## config.mk

```make
export PLATFORM = sky130hd
export DESIGN_NAME = hsl2rgb_divider
export DESIGN_NICKNAME = d
export VERILOG_FILES = /design/src/rtl/hsl2rgb_pkg.sv /design/src/rtl/hsl2rgb_divider.sv
export SDC_FILE = /design/constraint.sdc
export NUM_CORES = 2
export LEC_CHECK = 0
export BUFFER_PORTS_ARGS = -buffer_cell sky130_fd_sc_hd__buf_4
export CORE_AREA = 2 2 352 354
export DETAILED_ROUTE_END_ITERATION = 16
export DIE_AREA = 0 0 354 356
export HOLD_SLACK_MARGIN = 0.02
export PLACE_DENSITY = 0.65
export SLEW_MARGIN = 20
export SYNTH_ARGS = -nofsm -noshare
export SYNTH_HDL_FRONTEND = slang
export SYNTH_SLANG_ARGS = --single-unit
```

## constraint.sdc

```tcl
create_clock -name i_clk -period 14.9 [get_ports i_clk]
set_clock_uncertainty 0.05 [all_clocks]
set_input_delay 3.725 -clock i_clk [delete_from_list [all_inputs] [get_ports i_clk]]
set_output_delay 3.725 -clock i_clk [all_outputs]
set_load 0.02 [all_outputs]
```

## src/rtl/hsl2rgb_pkg.sv

```systemverilog
// ----------------------------------------------------------------------------
// hsl2rgb_pkg
// Shared types, constants and helper functions of the HSV/HSL to RGB converter.
// ----------------------------------------------------------------------------
package hsl2rgb_pkg;

    // unit value of the Q0.16 inputs
    localparam logic [16:0] FX_ONE       = 17'd65536;
    // hue position: 65536 per sextant, six sextants per turn
    localparam logic [19:0] SIX_SEXTANTS = 20'd393216;
    localparam logic [18:0] TRAP_FALL    = 19'd196608;

    // sextant shift of each lane: index 0 red, 1 green, 2 blue
    localparam logic [2:0][18:0] LANE_SHIFT = {19'd262144, 19'd0, 19'd131072};

    // divider: 17 quotient bits, at most four of them per register stage
    localparam int QUO_W      = 17;
    localparam int DIV_STEPS  = 4;
    localparam int DIV_STAGES = (QUO_W + DIV_STEPS - 1) / DIV_STEPS;

    // color on its way to the channel lanes
    typedef struct packed {
        logic        use_q;   // saturation comes from the divider
        logic [18:0] pos;     // hue position, 0..393210
        logic [16:0] sat;     // saturation, Q0.16
        logic [16:0] val;     // value, Q0.16
    } t_pix;

    // restoring divider state
    typedef struct packed {
        logic [33:0] rem;     // partial remainder, below the divisor unless that is zero
        logic [33:0] dvs;     // divisor 2V, Q0.32
        logic [16:0] numlo;   // dividend bits still to shift in
        logic [16:0] quo;     // quotient bits so far
    } t_div;

    // one restoring step: shift in one dividend bit, subtract if it fits
    function automatic t_div div_step(input t_div d);
        t_div        r;
        logic [34:0] trial;
        r     = d;
        trial = {d.rem, d.numlo[16]};
        if (trial >= {1'b0, d.dvs}) begin
            r.rem = 34'(trial - {1'b0, d.dvs});
            r.quo = {d.quo[15:0], 1'b1};
        end else begin
            r.rem = trial[33:0];
            r.quo = {d.quo[15:0], 1'b0};
        end
        r.numlo = {d.numlo[15:0], 1'b0};
        return r;
    endfunction

    // trapeze: min(1, x) - clamp(x - 3, 0, 1), x in sextants
    function automatic logic [16:0] trapeze(input logic [18:0] pos);
        logic [16:0] rise;
        logic [18:0] over;
        logic [16:0] fall;
        rise = (pos < 19'(FX_ONE)) ? pos[16:0] : FX_ONE;
        over = 19'(pos - TRAP_FALL);
        if (pos <= TRAP_FALL) begin
            fall = 17'd0;
        end else if (over > 19'(FX_ONE)) begin
            fall = FX_ONE;
        end else begin
            fall = over[16:0];
        end
        return 17'(rise - fall);
    endfunction

endpackage

```

## src/rtl/hsl2rgb_divider.sv

```systemverilog
// ----------------------------------------------------------------------------
// hsl2rgb_divider
// Pipelined restoring divider for the HSL saturation C / V.
// ----------------------------------------------------------------------------
module hsl2rgb_divider (
    input  logic              i_clk,
    input  logic              i_rst_n,
    input  logic              i_valid,
    output logic              o_stall,
    input  hsl2rgb_pkg::t_pix i_pix,
    input  hsl2rgb_pkg::t_div i_div,
    output logic              o_valid,
    output hsl2rgb_pkg::t_pix o_pix,
    input  logic              i_stall
);
    import hsl2rgb_pkg::*;

    logic r_v   [DIV_STAGES];
    logic en    [DIV_STAGES];
    t_pix r_pix [DIV_STAGES];
    t_div r_div [DIV_STAGES];
    t_div n_div [DIV_STAGES];

    // stage enables, from the output backward
    always_comb begin
        en[DIV_STAGES-1] = !r_v[DIV_STAGES-1] || !i_stall;
        for (int k = DIV_STAGES - 2; k >= 0; k--) begin
            en[k] = !r_v[k] || en[k+1];
        end
    end

    assign o_stall = !en[0];

    for (genvar s = 0; s < DIV_STAGES; s++) begin : g_stage
        t_div d_in;
        t_pix p_in;
        logic v_in;

        // stage input
        if (s == 0) begin : g_first
            assign d_in = i_div;
            assign p_in = i_pix;
            assign v_in = i_valid;
        end else begin : g_next
            assign d_in = r_div[s-1];
            assign p_in = r_pix[s-1];
            assign v_in = r_v[s-1];
        end

        // quotient bits of this stage
        always_comb begin
            t_div d;
            d = d_in;
            for (int j = 0; j < DIV_STEPS; j++) begin
                if (s * DIV_STEPS + j < QUO_W) begin
                    d = div_step(d);
                end
            end
            n_div[s] = d;
        end

        always_ff @(posedge i_clk) begin
            if (!i_rst_n) begin
                r_v[s] <= 1'b0;
            end else if (en[s]) begin
                r_v[s] <= v_in;
            end
        end

        always_ff @(posedge i_clk) begin
            if (en[s]) begin
                r_div[s] <= n_div[s];
                r_pix[s] <= p_in;
            end
        end
    end

    // resolve the saturation source
    always_comb begin
        o_pix       = r_pix[DIV_STAGES-1];
        o_pix.use_q = 1'b0;
        if (r_pix[DIV_STAGES-1].use_q) begin
            o_pix.sat = r_div[DIV_STAGES-1].quo;
        end
    end

    assign o_valid = r_v[DIV_STAGES-1];

endmodule

```

# After elaboration in Yosys (flattened, before gate mapping)

Memory sizes are Yosys's and may differ from the RTL's.
Index checks and enable logic that the tools add are counted.

Register bits: 0
Memories: 3
Bits of input ports: 160
Output and inout bits: 56
RAM bits: 780

Reductions and logical operators: 12
$lt $le $gt $ge: 17
Multiplexer cells: 61
Add/subtract/negate cells: 17
Bitwise logic cells: 5

Memory list:

| memory | depth | bits a word | rd ports | clocked after memory_dff | wr ports | RTL line              | text |
|---|---|---|---|---|---|---|---|
| r_div  | 5     | 101         | 5        | 0                        | 5        | hsl2rgb_divider.sv:21 | `t_div r_div [DIV_STAGES];` |
| r_pix  | 5     | 54          | 5        | 0                        | 5        | hsl2rgb_divider.sv:20 | `t_pix r_pix [DIV_STAGES];` |
| r_v    | 5     | 1           | 5        | 0                        | 5        | hsl2rgb_divider.sv:18 | `logic r_v [DIV_STAGES];` |

Operators with widths:

| kind               | number |
|---|---|
| $ge A35 B34 Y1     | 17 |
| $mux W34           | 17 |
| $sub A34 B34 Y34   | 17 |
| $mux W1            | 43 |
| $mux W17           | 1 |
| $logic_not A1 Y1   | 7 |
| $logic_or A1 B1 Y1 | 5 |
| $or A1 B1 Y1       | 5 |

# Logic depth before layout (Yosys ltp)

An unclocked memory read counts as a cell.

Depth in word-level cells: 11
Depth in mapped cells: 60
Gate-level depth less buffers: 53

# Worst setup path after synthesis

OpenSTA, ideal clock, no wires.

Kind: input port to flip-flop
Start point: input port i_div[46] in the netlist's numbering
End point: memory r_div[0][94] in the netlist's numbering (data pin)
Buffers on the path: 8
Data required time: 14.590 ns
Cell stages on the path: 54
Slack: -0.393 ns
Setup time: 0.260 ns
Arrival: 14.983 ns
Cells stage by stage: inv_1 > ha_1 > clkbuf_1 > a21oi_1 > a32o_1 > a41oi_1 > o211ai_1 > nand2_1 > o22ai_1 > inv_2 > clkbuf_1 > mux2_2 > ha_1 > clkbuf_1 > nand3_1 > nor3_1 > nand4_1 > or3b_2 > [... 18 more ...] > a21o_1 > clkbuf_1 > clkbuf_1 > mux2_2 > ha_1 > a21o_1 > a21o_1 > a21oi_1 > nand2_1 > o221ai_1 > o21ai_0 > a31oi_1 > o21ai_0 > o221ai_1 > nand2b_1 > o211ai_2 > buf_2 > mux2_2

RTL lines:

| item            | RTL line              | text |
|---|---|---|
| start, declared | hsl2rgb_divider.sv:11 | `input hsl2rgb_pkg::t_div i_div,` |
| end, declared   | hsl2rgb_divider.sv:21 |  |

==> summary.txt <==
Synth
  • Seq/Total Area, Yosys: 34.7%
  • Avg Inst Size Synth: 9.66 µm²
  • Synth warn: 0
  • Synth top area share: 34.7%
  • FFs w/ async S/R, synth: 0%
  • Syn Nets: 6410
  • Top post-synthesis cells by count: edfxtp_1, ha_1, a21oi_1
  • Area of the mapped netlist: 54600 µm²
  • Yosys cell types: 96
  • Largest area contributor in the netlist: edfxtp_1
  • Cell count after synthesis: 5656
  • #FFs+latches synth: 632
  • Synth top area cells: edfxtp_1, ha_1, mux2_2
  • Most frequent cell after synthesis: edfxtp_1
  • Count of flip-flops with a built-in enable after synthesis: 631
  • Ys flop type: edfxtp_1

Setup path
  • Crit path kind: in2reg
  • Worst setup path start: i_div[49]
  • Reg2reg setup slack: 910 ps
  • Critical R2R Capture: r_div[0][184]
  • Crit. End Element: flop
  • Worst-path maximum fanout: 16
  • Critical R2R Launch: r_div[0][62]
  • CP max stage cell: or4_1
  • Critical Path End: r_div[0][82]
  • WP data arrival: 14750 ps
  • Worst path required time: 15210 ps
  • CP Launch Type: input pin
  • Family with the most delay on the worst path: compound AO/OA/AOI/OAI gates
  • Worst path depth: 53
  • Worst R2R Path Depth: 53
  • Max incr delay on CP: 480 ps
  • Buf+Inv Stages, Crit Path: 12

Routing
  • Post-DRT Antenna Nets: 0
  • Via density: 5.59
  • 1st-pass router iterations: 5
  • DRT iter0 DRCs: 2752
  • Vias: 45900
  • Drt wl/cell: 19.4 µm
  • DR DRC count: 0
  • WL final: 159 mm

Timing
  • Max_slew headroom: 31.2%
  • Final hold vios: 0
  • Period utilisation layout: 96.9%
  • Achievable Freq: 69.2 MHz
  • Final Setup Violations: 0
  • Min Tclk post-route: 14440 ps
  • Worst slew pin tran: 1030 ps
  • Fin. max-slew vios: 0
  • Worst hold margin: 353 ps

Clock tree
  • Htree depth: 3
  • CTS tree: done
  • Clock root cell: clkbuf_16
  • Clock Sink Count: 632
  • Clock buffer depth: 3
  • CTS Buf Count: 68
  • Worst skew pair latency: 630 ps
  • Reg clk slew, reported paths: 60 ps

Placed design
  • Dpl hpwl: 131 mm
  • Gp weighted congestion: 0.975
  • Placed instance area: 63200 µm²
  • IO buf count: 197

Die
  • Die area: 126000 µm²
  • Core area: 123000 µm²
  • Initial Util: 44.5%
  • Die Wd: 354 µm
  • Rows: 129
  • Die Y-Extent: 356 µm
  • Io pins: 216

Global route
  • Global Route met1 Usage: 27.1%
  • Antenna violations before repair: 0
  • Global route hottest layer: met2
  • Global-route wire length before repair: 244 mm
  • M2 GR Usage: 45.4%
  • GR Layer Usage met3: 1.92%
  • Largest net degree at the start of global routing: 85
  • Number of global-route vias before repair: 46400
  • Grt total ovfl: 0
  • Total GRT Usage: 24.4%

Cells and area
  • N_diodes: 0
  • FILL cells: 11100
  • Final core occ: 53.6%
  • Post-route cell area: 65700 µm²
  • Share of layout cells above drive strength 1: 22.5%
  • NumNets Final: 7266
  • Area Overhead vs Synth: 20.2%

Worst hold path
  • Hold path cells: 0
  • Worst hold path type: reg2reg

Job
  • MaxCap Viol Count: 0

Run status
  • Status: finished clean
==> how the worst min path moves through the flow <==
stage | slack, ps | start | endpoint
floorplan | 350 | r_div[0][0] | r_div[0][105]
global placement | 350 | r_pix[0][121] | r_pix[0][175]
detailed placement | 350 | r_div[0][230] | r_div[0][335]
CTS | 350 | r_pix[0][204] | r_pix[0][258]
global route | 370 | r_pix[0][170] | r_pix[0][224]
finish | 350 | r_pix[0][204] | r_pix[0][258]
==> per-stage QoR <==
step / worst slack [ps] / instances / setup TNS [ps]
after global placement: -676 / 8072 / -22400
after detailed placement: -703 / 8072 / -23200
after floorplan: 41.0 / 5656 / 0
after CTS: 62.4 / 8194 / 0
final: 459 / 8201 / 0
after global routing: -30.8 / 8201 / -321
==> metal layers <==
layer  share of wire (%)  wire (µm)
met3                 2.8       4510
met5                   0          0
met4                 6.7      10700
met1                  40      63600
met2                  51      80400
==> sequential cells by signal, indices dropped and copies added (netlist names) <==
register / flops
r_div: 357
r_pix: 270
r_v: 5
==> cell families (layout without fill, tap and decap cells) <==
family,Yosys count,after routing,synth area share [%]
adder cells (fa/ha/maj),594,594,13.8
multiplexers,372,372,7.57
AO/OA/AOI/OAI,1685,1685,20.2
flip-flops,632,632,34.7
AND/OR/NAND/NOR,1388,1388,12.4
buffers and inverters,528,1436,3.98
other,1,1,0.00686
XOR/XNOR,456,456,7.31
==> worst register-to-register path: cells and delay by family, from the launching register on <==
kind | cells | cell delay, ps
simple gates | 18 | 4020
compound gates | 14 | 3680
buf+inv | 12 | 2270
mux | 5 | 1770
fa+ha+maj | 4 | 1480
flops | 1 | 430
==> area by class of cell <==
class / instances / area (µm²) / share of cell area (%)
Inverter: 363 / 1380 / 2.09
Timing Repair Buffer: 951 / 7310 / 11.1
Clock buffer: 79 / 1740 / 2.65
Clock inverter: 43 / 576 / 0.876
Multi-Input combinational cell: 4496 / 33700 / 51.3
Tap cell: 1637 / 2050 / 3.12
Sequential cell: 632 / 19000 / 28.9
==> layout by cell type, fill, tap and decap left out, drive strengths merged, types with 80 or more instances in the layout <==
cell | Yosys | layout
mux2 | 318 | 318
nand3 | 123 | 123
a21oi | 524 | 524
clkbuf | 82 | 81
ha | 578 | 578
buf | 83 | 949
xnor2 | 325 | 325
nor2 | 370 | 370
o21a | 80 | 80
o21ai | 299 | 299
nand4 | 82 | 82
nand2 | 335 | 335
nor3 | 88 | 88
a21o | 263 | 263
inv | 363 | 366
edfxtp | 631 | 631
xor2 | 131 | 131
==> repair_timing <==
action / CTS / global route
buffers inserted: 0 / 5
gates cloned: 0 / 2
gates resized for setup: 1 / 25
pin swaps: 1 / 10
hold buffers: 0 / 0
setup endpoints to repair: 27 / 35
Power is left out: the tool's default activity adds up to more than one toggle a clock period on the data nets, which glitch-free logic cannot reach.
