==> src/rtl/hsl2rgb_pkg.sv <==
// ----------------------------------------------------------------------------
// hsl2rgb_pkg
// Shared types, constants and helper functions of the HSV/HSL to RGB converter.
// ----------------------------------------------------------------------------
package hsl2rgb_pkg;

    // unit value of the Q0.16 inputs
    localparam logic [16:0] FX_ONE       = 17'd65536;
    // hue position: 65536 per sextant, six sextants per turn
    localparam logic [19:0] SIX_SEXTANTS = 20'd393216;
    localparam logic [18:0] TRAP_FALL    = 19'd196608;

    // sextant shift of each lane: index 0 red, 1 green, 2 blue
    localparam logic [2:0][18:0] LANE_SHIFT = {19'd262144, 19'd0, 19'd131072};

    // divider: 17 quotient bits, at most four of them per register stage
    localparam int QUO_W      = 17;
    localparam int DIV_STEPS  = 4;
    localparam int DIV_STAGES = (QUO_W + DIV_STEPS - 1) / DIV_STEPS;

    // color on its way to the channel lanes
    typedef struct packed {
        logic        use_q;   // saturation comes from the divider
        logic [18:0] pos;     // hue position, 0..393210
        logic [16:0] sat;     // saturation, Q0.16
        logic [16:0] val;     // value, Q0.16
    } t_pix;

    // restoring divider state
    typedef struct packed {
        logic [33:0] rem;     // partial remainder, below the divisor unless that is zero
        logic [33:0] dvs;     // divisor 2V, Q0.32
        logic [16:0] numlo;   // dividend bits still to shift in
        logic [16:0] quo;     // quotient bits so far
    } t_div;

    // one restoring step: shift in one dividend bit, subtract if it fits
    function automatic t_div div_step(input t_div d);
        t_div        r;
        logic [34:0] trial;
        r     = d;
        trial = {d.rem, d.numlo[16]};
        if (trial >= {1'b0, d.dvs}) begin
            r.rem = 34'(trial - {1'b0, d.dvs});
            r.quo = {d.quo[15:0], 1'b1};
        end else begin
            r.rem = trial[33:0];
            r.quo = {d.quo[15:0], 1'b0};
        end
        r.numlo = {d.numlo[15:0], 1'b0};
        return r;
    endfunction

    // trapeze: min(1, x) - clamp(x - 3, 0, 1), x in sextants
    function automatic logic [16:0] trapeze(input logic [18:0] pos);
        logic [16:0] rise;
        logic [18:0] over;
        logic [16:0] fall;
        rise = (pos < 19'(FX_ONE)) ? pos[16:0] : FX_ONE;
        over = 19'(pos - TRAP_FALL);
        if (pos <= TRAP_FALL) begin
            fall = 17'd0;
        end else if (over > 19'(FX_ONE)) begin
            fall = FX_ONE;
        end else begin
            fall = over[16:0];
        end
        return 17'(rise - fall);
    endfunction

endpackage

==> src/rtl/hsl2rgb_hexcone.sv <==
// ----------------------------------------------------------------------------
// hsl2rgb_hexcone
// Input clamping, hue scaling and HSL to hexcone mapping (two stages).
// ----------------------------------------------------------------------------
module hsl2rgb_hexcone (
    input  logic              i_clk,
    input  logic              i_rst_n,
    input  logic              i_valid,
    output logic              o_stall,
    input  logic              i_action,
    input  logic [15:0]       i_hue_turn,
    input  logic [16:0]       i_saturation,
    input  logic [16:0]       i_level,
    output logic              o_valid,
    output hsl2rgb_pkg::t_pix o_pix,
    output hsl2rgb_pkg::t_div o_div,
    input  logic              i_stall
);
    import hsl2rgb_pkg::*;

    logic        en1, en2;
    logic        r_v1, r_v2;
    logic        r_action;
    logic [18:0] r_pos;
    logic [16:0] r_sat, r_lev;
    logic [32:0] r_chroma;
    t_pix        r_pix, n_pix;
    t_div        r_div, n_div;

    logic [16:0] sat_c, lev_c, lev_gap;
    logic [17:0] twice;
    logic [33:0] v2, lev_sh;
    logic [50:0] num;
    logic [34:0] v_rnd;
    logic        over, zero;

    // stage enables
    assign en2     = !r_v2 || !i_stall;
    assign en1     = !r_v1 || en2;
    assign o_stall = !en1;

    // clamp, hue * 6 and chroma
    always_comb begin
        sat_c = (i_saturation > FX_ONE) ? FX_ONE : i_saturation;
        lev_c = (i_level > FX_ONE) ? FX_ONE : i_level;
        twice = {lev_c, 1'b0};
        if (twice >= 18'(FX_ONE)) begin
            lev_gap = 17'(twice - 18'(FX_ONE));
        end else begin
            lev_gap = 17'(18'(FX_ONE) - twice);
        end
    end

    always_ff @(posedge i_clk) begin
        if (!i_rst_n) begin
            r_v1 <= 1'b0;
        end else if (en1) begin
            r_v1 <= i_valid;
        end
    end

    always_ff @(posedge i_clk) begin
        if (en1) begin
            r_action <= i_action;
            r_pos    <= 19'({i_hue_turn, 2'b00}) + 19'({i_hue_turn, 1'b0});
            r_sat    <= sat_c;
            r_lev    <= lev_c;
            r_chroma <= 33'({17'd0, 17'(FX_ONE - lev_gap)} * {17'd0, sat_c});
        end
    end

    // twice the hexcone value, dividend and HSL special cases
    always_comb begin
        lev_sh = {r_lev, 17'd0};
        v2     = 34'({1'b0, r_chroma}) + lev_sh;
        num    = 51'({r_chroma, 17'd0}) + 51'(v2[33:1]);
        v_rnd  = 35'(v2) + 35'd65536;
        zero   = (v2 == 34'd0);
        over   = ({1'b0, r_chroma} > lev_sh);

        n_pix.use_q = r_action && !zero && !over;
        n_pix.pos   = r_pos;
        n_pix.sat   = r_action ? 17'd0 : r_sat;
        n_pix.val   = r_action ? v_rnd[33:17] : r_lev;

        n_div.rem   = num[50:17];
        n_div.dvs   = v2;
        n_div.numlo = num[16:0];
        n_div.quo   = 17'd0;
    end

    always_ff @(posedge i_clk) begin
        if (!i_rst_n) begin
            r_v2 <= 1'b0;
        end else if (en2) begin
            r_v2 <= r_v1;
        end
    end

    always_ff @(posedge i_clk) begin
        if (en2) begin
            r_pix <= n_pix;
            r_div <= n_div;
        end
    end

    assign o_valid = r_v2;
    assign o_pix   = r_pix;
    assign o_div   = r_div;

endmodule

==> config.mk <==
export PLATFORM = sky130hd
export DESIGN_NAME = hsl2rgb_hexcone
export DESIGN_NICKNAME = d
export VERILOG_FILES = /design/src/rtl/hsl2rgb_pkg.sv /design/src/rtl/hsl2rgb_hexcone.sv
export SDC_FILE = /design/constraint.sdc
export NUM_CORES = 1
export LEC_CHECK = 0
export ABC_AREA = 0
export ABC_CLOCK_PERIOD_IN_PS = 14400
export BUFFER_PORTS_ARGS = -buffer_cell sky130_fd_sc_hd__buf_4
export CAP_MARGIN = 10
export CORE_MARGIN = 4
export CORE_UTILIZATION = 50
export CTS_BUF_LIST = sky130_fd_sc_hd__clkbuf_8
export CTS_CLUSTER_DIAMETER = 80
export DETAILED_ROUTE_END_ITERATION = 12
export GPL_ROUTABILITY_DRIVEN = 0
export PLACE_DENSITY = 0.68
export SLEW_MARGIN = 0
export SYNTH_ARGS = -nofsm -noshare
export SYNTH_HDL_FRONTEND = slang
export SYNTH_SLANG_ARGS = --single-unit
==> constraint.sdc <==
create_clock -name i_clk -period 14.4 [get_ports i_clk]
set_clock_uncertainty 0.2 [all_clocks]
set_input_delay 2.16 -clock i_clk [delete_from_list [all_inputs] [get_ports i_clk]]
set_output_delay 2.16 -clock i_clk [all_outputs]
set_load 0.05 [all_outputs]
After elaboration in Yosys (flattened, before gate mapping)
Cells that the tools add are included.

$add $sub $neg: 7. Multipliers: 1. Magnitude comparators: 4. Multiplexer cells: 4. Reduce and logical (&&, ||, !) cells: 11.

Operators with widths (count): $mux 17 (4); $add 50x33->51 (1); $add 33x34->34 (1); $add 34x17->34 const B (1); $gt 17x17->1 const B (2); $gt 33x34->1 (1); $logic_not 34->1 (1); $sub 17x17->17 const A (2); $mul 17x17->33 (1); $add 18x17->19 (1); $ge 18x17->1 const B (1); $sub 17x17->17 const B (1); $logic_not 1->1 (6); $logic_and 1x1->1 (2); $logic_or 1x1->1 (2).

Register bits after elaboration: 228. Output and inout bits: 158.

Logic depth before layout (Yosys ltp)
Depth after elaboration: 6. Mapped depth: 38.

Worst setup path before layout
OpenSTA, ideal clock, no wires.

Path type: input to register. Start point: input i_level[16]. End point: register r_chroma[31] (data pin). Setup time: 0.265 ns. Arrival time: 10.964 ns. Slack: 2.971 ns. Stages: 32. Path buffers: 5. Cells stage by stage: clkbuf_1 clkbuf_1 nor2b_1 clkbuf_1 inv_1 clkbuf_1 ha_1 or4b_1 o31a_1 nor4_4 o21ai_2 a2111oi_4 nand3b_1 xor2_1 buf_2 nand2_1 fa_1 fa_1 inv_1 fa_1 fa_1 fa_1 inv_1 fa_1 inv_1 ha_1 or4_1 a311oi_1 nor4_1 nor3_1 o21ai_0 xor2_1.

Cells in the longest elaborated chain, start to end: 6.

Ends and longest elaborated chain: start, declared (line hsl2rgb_hexcone.sv:13) `input logic [16:0] i_level,`; $gt 17x17->1 (*) (line hsl2rgb_hexcone.sv:45) `lev_c = (i_level > FX_ONE) ? FX_ONE : i_level;`; $mux 17 (*) (line hsl2rgb_hexcone.sv:45); via lev_c[0] (line hsl2rgb_hexcone.sv:30) `logic [16:0] sat_c, lev_c, lev_gap;`; $sub 17x17->17, or another cell as far along (line hsl2rgb_hexcone.sv:50) `lev_gap = 17'(18'(FX_ONE) - twice);`; $mux 17 (*) (line hsl2rgb_hexcone.sv:47) `if (twice >= 18'(FX_ONE)) begin`; $sub 17x17->17 (*) (line hsl2rgb_hexcone.sv:68) `r_chroma <= 33'({17'd0, 17'(FX_ONE - lev_gap)} * {17'd0, sat_c});`; $mul 17x17->33 (*) (line hsl2rgb_hexcone.sv:68); end signal, assigned (line hsl2rgb_hexcone.sv:68); end, declared (line hsl2rgb_hexcone.sv:26) `logic [32:0] r_chroma;`.

The timed path passes the listed nets; every way through them passes the cells marked *. A chain may end at the register's enable or synchronous reset.

Worst setup path in the final report
Start point: input i_level[16]. End point: register r_chroma[31] (data pin).

Cells in the longest elaborated chain, start to end: 6.

Ends and longest elaborated chain (line): $gt 17x17->1 (hsl2rgb_hexcone.sv:45); $mux 17 (*) (hsl2rgb_hexcone.sv:45); $sub 17x17->17, or another cell as far along (hsl2rgb_hexcone.sv:50); $mux 17 (*) (hsl2rgb_hexcone.sv:47); $sub 17x17->17 (*) (hsl2rgb_hexcone.sv:68); $mul 17x17->33 (*) (hsl2rgb_hexcone.sv:68).

Every way passes the cells marked *; elsewhere a longest branch is shown, timed or not.

==> flow_summary.yaml <==
die:
  start_util_pct: 51.1
  ioPinCount: 213
  floorplan.rows: 72
  dieArea_um2: 43300
  chipWidth_um: 208
  core_area_um2: 39100
  die_y_um: 208
sta:
  worst_slew_pin_slew_ps: 1130
  min_period_over_period_pct: 81.5
  fmax_mhz: 85.2
  rsz0062_at_grt: "false"
  finalSetupViolCount: 0
  slew_headroom_pct: 24.5
  timing_hold_violations_final: 0
  final_max_slew_viol_count: 0
  finalCriticalPeriod_ps: 11730
  fin_setup_tns_ps: 0
  finalHoldWorstSlack_ps: 218
detailed_routing:
  drcViolationCount: 0
  ant_nets: 0
  wl_per_cell_um: 19.3
  routed_via_density: 5.49
  wirelength_um: 52200
  number_of_drc_markers_after_the_initial_detailed_route_iteration: 1010
  drt-pass1-iter-count: 6
  dr_total_vias: 14835
global_routing:
  globalRoute.totalOverflow: 0
  grt_start_max_net_pins: 71
  first_pass_grt_wire_length_um: 83700
  number_of_antenna_violations_at_the_first_check_in_global_routing: 0
  grt_use_total_pct: 24.2
  via_count_of_the_first_global_routing_pass: 15176
outcome:
  result_of_the_run: "finished, final reports clean"
layout:
  antenna_diodes: 0
  drive_gt1_share_pct: 13.7
  filler_cell_count: 3420
  multiInputGateArea_um2: 12200
  flow.area_growth_from_synthesis_pct: 12.6
  design.final.nets: 2600
  layout.area.seq_um2: 6170
clocking:
  clkTransAtPathRegs_ps: 50
  cts-buffers-inserted: 36
  cts_root_buffer: "sky130_fd_sc_hd__clkbuf_8"
  cts-root-to-sink-buffers: 3
  clock_insertion_delay_worst_skew_ps: 530
  cts_setup_buffers: 0
  htree_num_levels: 2
  cts_hold_buffers: 0
  cts.repair.resized: 0
  tritoncts: "yes"
  clock_sink_count: 206
worst_setup_path:
  critical_path_source_type: "primary input"
  worstSetupEndpointType: "flip-flop"
  timing.critical_path.required_ps: 14470
  worst-setup-path-type: "primary input to flip-flop"
  worst-path-max-fanout: 26
  timing.critical_path.slowest_cell_delay_ps: 790
  cpMaxStageDelayCell: "sky130_fd_sc_hd__o22ai_2"
  cp.arrival_ps: 11810
  worst_path_most_repeated_cell: "sky130_fd_sc_hd__fa_1"
logic_synthesis:
  synth_area_um2: 20000
  synth_common_cells: "sky130_fd_sc_hd__inv_1 (336), sky130_fd_sc_hd__fa_1 (211), sky130_fd_sc_hd__edfxtp_1 (204), sky130_fd_sc_hd__nand2_1 (202), sky130_fd_sc_hd__ha_1 (171)"
  asyncSetResetFlopFracSynth_pct: 0
  synthTopCellsByArea: "sky130_fd_sc_hd__edfxtp_1 (31%), sky130_fd_sc_hd__fa_1 (21%), sky130_fd_sc_hd__ha_1 (11%)"
  ffs_latches_synth: 206
  netlist.top_cell.by_area: "sky130_fd_sc_hd__edfxtp_1"
  yosys.cell_types.count: 81
  synthFlopType: "sky130_fd_sc_hd__edfxtp_1"
  ys_warn_count: 0
  count_of_flip_flops_with_a_built_in_enable_after_synthesis: 204
  yosys.area.top_type_share_pct: 30.6
  yosysSeqAreaShare_pct: 30.8
  synth_most_common_cell: "sky130_fd_sc_hd__inv_1"
  post_synth_inst_count: 1981
  postSynthAreaPerCell_um2: 10.1
pwr:
  total_leakage_power_uw: 0.0105
  vdd_drop_max_mv: 0.232
  power.total_uw: 5680
  cellPowerDensity_nw_per_um2: 252
placed_design:
  numPortBuffers: 193
  dp_hpwl_um: 41200
hold_path:
  hold_class: "flip-flop to flip-flop"
run:
  drv_cap: 0
-- metal layers --
metal  track usage [%]  vias up  part of all wire [%]
li1                  -     6836                     -
met1              32.3     7201                    41
met2              39.8      647                    47
met3              3.98      151                   7.2
met4              9.69        0                   4.6
met5                 0        -                     0
-- flip-flops by register name, indices dropped and copies added (netlist names) --
register / count
o_div: 66
o_pix: 53
r_chroma: 32
r_pos: 18
r_lev: 17
r_sat: 17
o_valid: 1
r_action: 1
r_v1: 1
-- worst paths after layout --
| path | start | endpoint | slack (ps) | cells after the start |
|---|---|---|---|---|
| hold reg to reg | r_pos[14]$_DFFE_PN_ | o_pix[48]$_DFFE_PP_ | 220 | 0 |
| setup reg to reg | r_chroma[18]$_DFFE_PN_ | o_div[92]$_DFFE_PP_ | 9000 | 15 |
| setup / recovery | i_level[16] | r_chroma[31]$_DFFE_PN_ | 2670 | 31 |
| hold / removal | r_pos[14]$_DFFE_PN_ | o_pix[48]$_DFFE_PP_ | 220 | 0 |
-- stage by stage --
stage	std cells	utilization, %	area [µm²]	setup slack [ps]
after floorplan	1999	-	20100	2970
after global placement	2643	56.0	21900	2400
after detailed placement	2643	56.0	21900	2270
after CTS	2702	57.6	22500	2830
after global routing	2702	57.6	22500	2130
final	2702	57.6	22500	2670
-- cell usage in the layout, fill, tap and decap left out, types with 41 or more instances in the layout --
cell / instances
sky130_fd_sc_hd__inv_1: 344
sky130_fd_sc_hd__buf_4: 214
sky130_fd_sc_hd__fa_1: 211
sky130_fd_sc_hd__edfxtp_1: 204
sky130_fd_sc_hd__nand2_1: 201
sky130_fd_sc_hd__ha_1: 171
sky130_fd_sc_hd__nor2_1: 144
sky130_fd_sc_hd__a21oi_1: 68
sky130_fd_sc_hd__xnor2_1: 61
sky130_fd_sc_hd__and2_1: 50
sky130_fd_sc_hd__xor2_1: 44
sky130_fd_sc_hd__o21ai_0: 41
-- power by group --
group | total (µW) | switching (µW) | internal [µW]
clock | 462 | 224 | 238
combinational | 4060 | 2530 | 1530
sequential | 1160 | 119 | 1040
-- kinds of logic after synthesis --
logic type / synth area share (%)
xor+xnor: 5.14
mux: 0.313
fa+ha+maj: 31.8
compound gates: 8.28
flops: 30.8
other cells: 0.0188
buf+inv: 8.88
simple gates: 14.7
-- worst max-delay path: cells and delay by family --
family | cells | cell delay, ps
xor+xnor | 1 | 160
simple gates | 9 | 2470
fa+ha+maj | 8 | 3560
buf+inv | 5 | 990
compound gates | 8 | 2450
-- final cells by class --
type	instances	share of cell area, %
flip-flops and latches	206	27.4
clock buffers	37	2.26
repair buffers	214	7.14
multi-input cells	1362	54.2
clock inverters	22	0.456
inverters	343	5.72
well taps	518	2.88
Power figures use the tool's default switching activity.
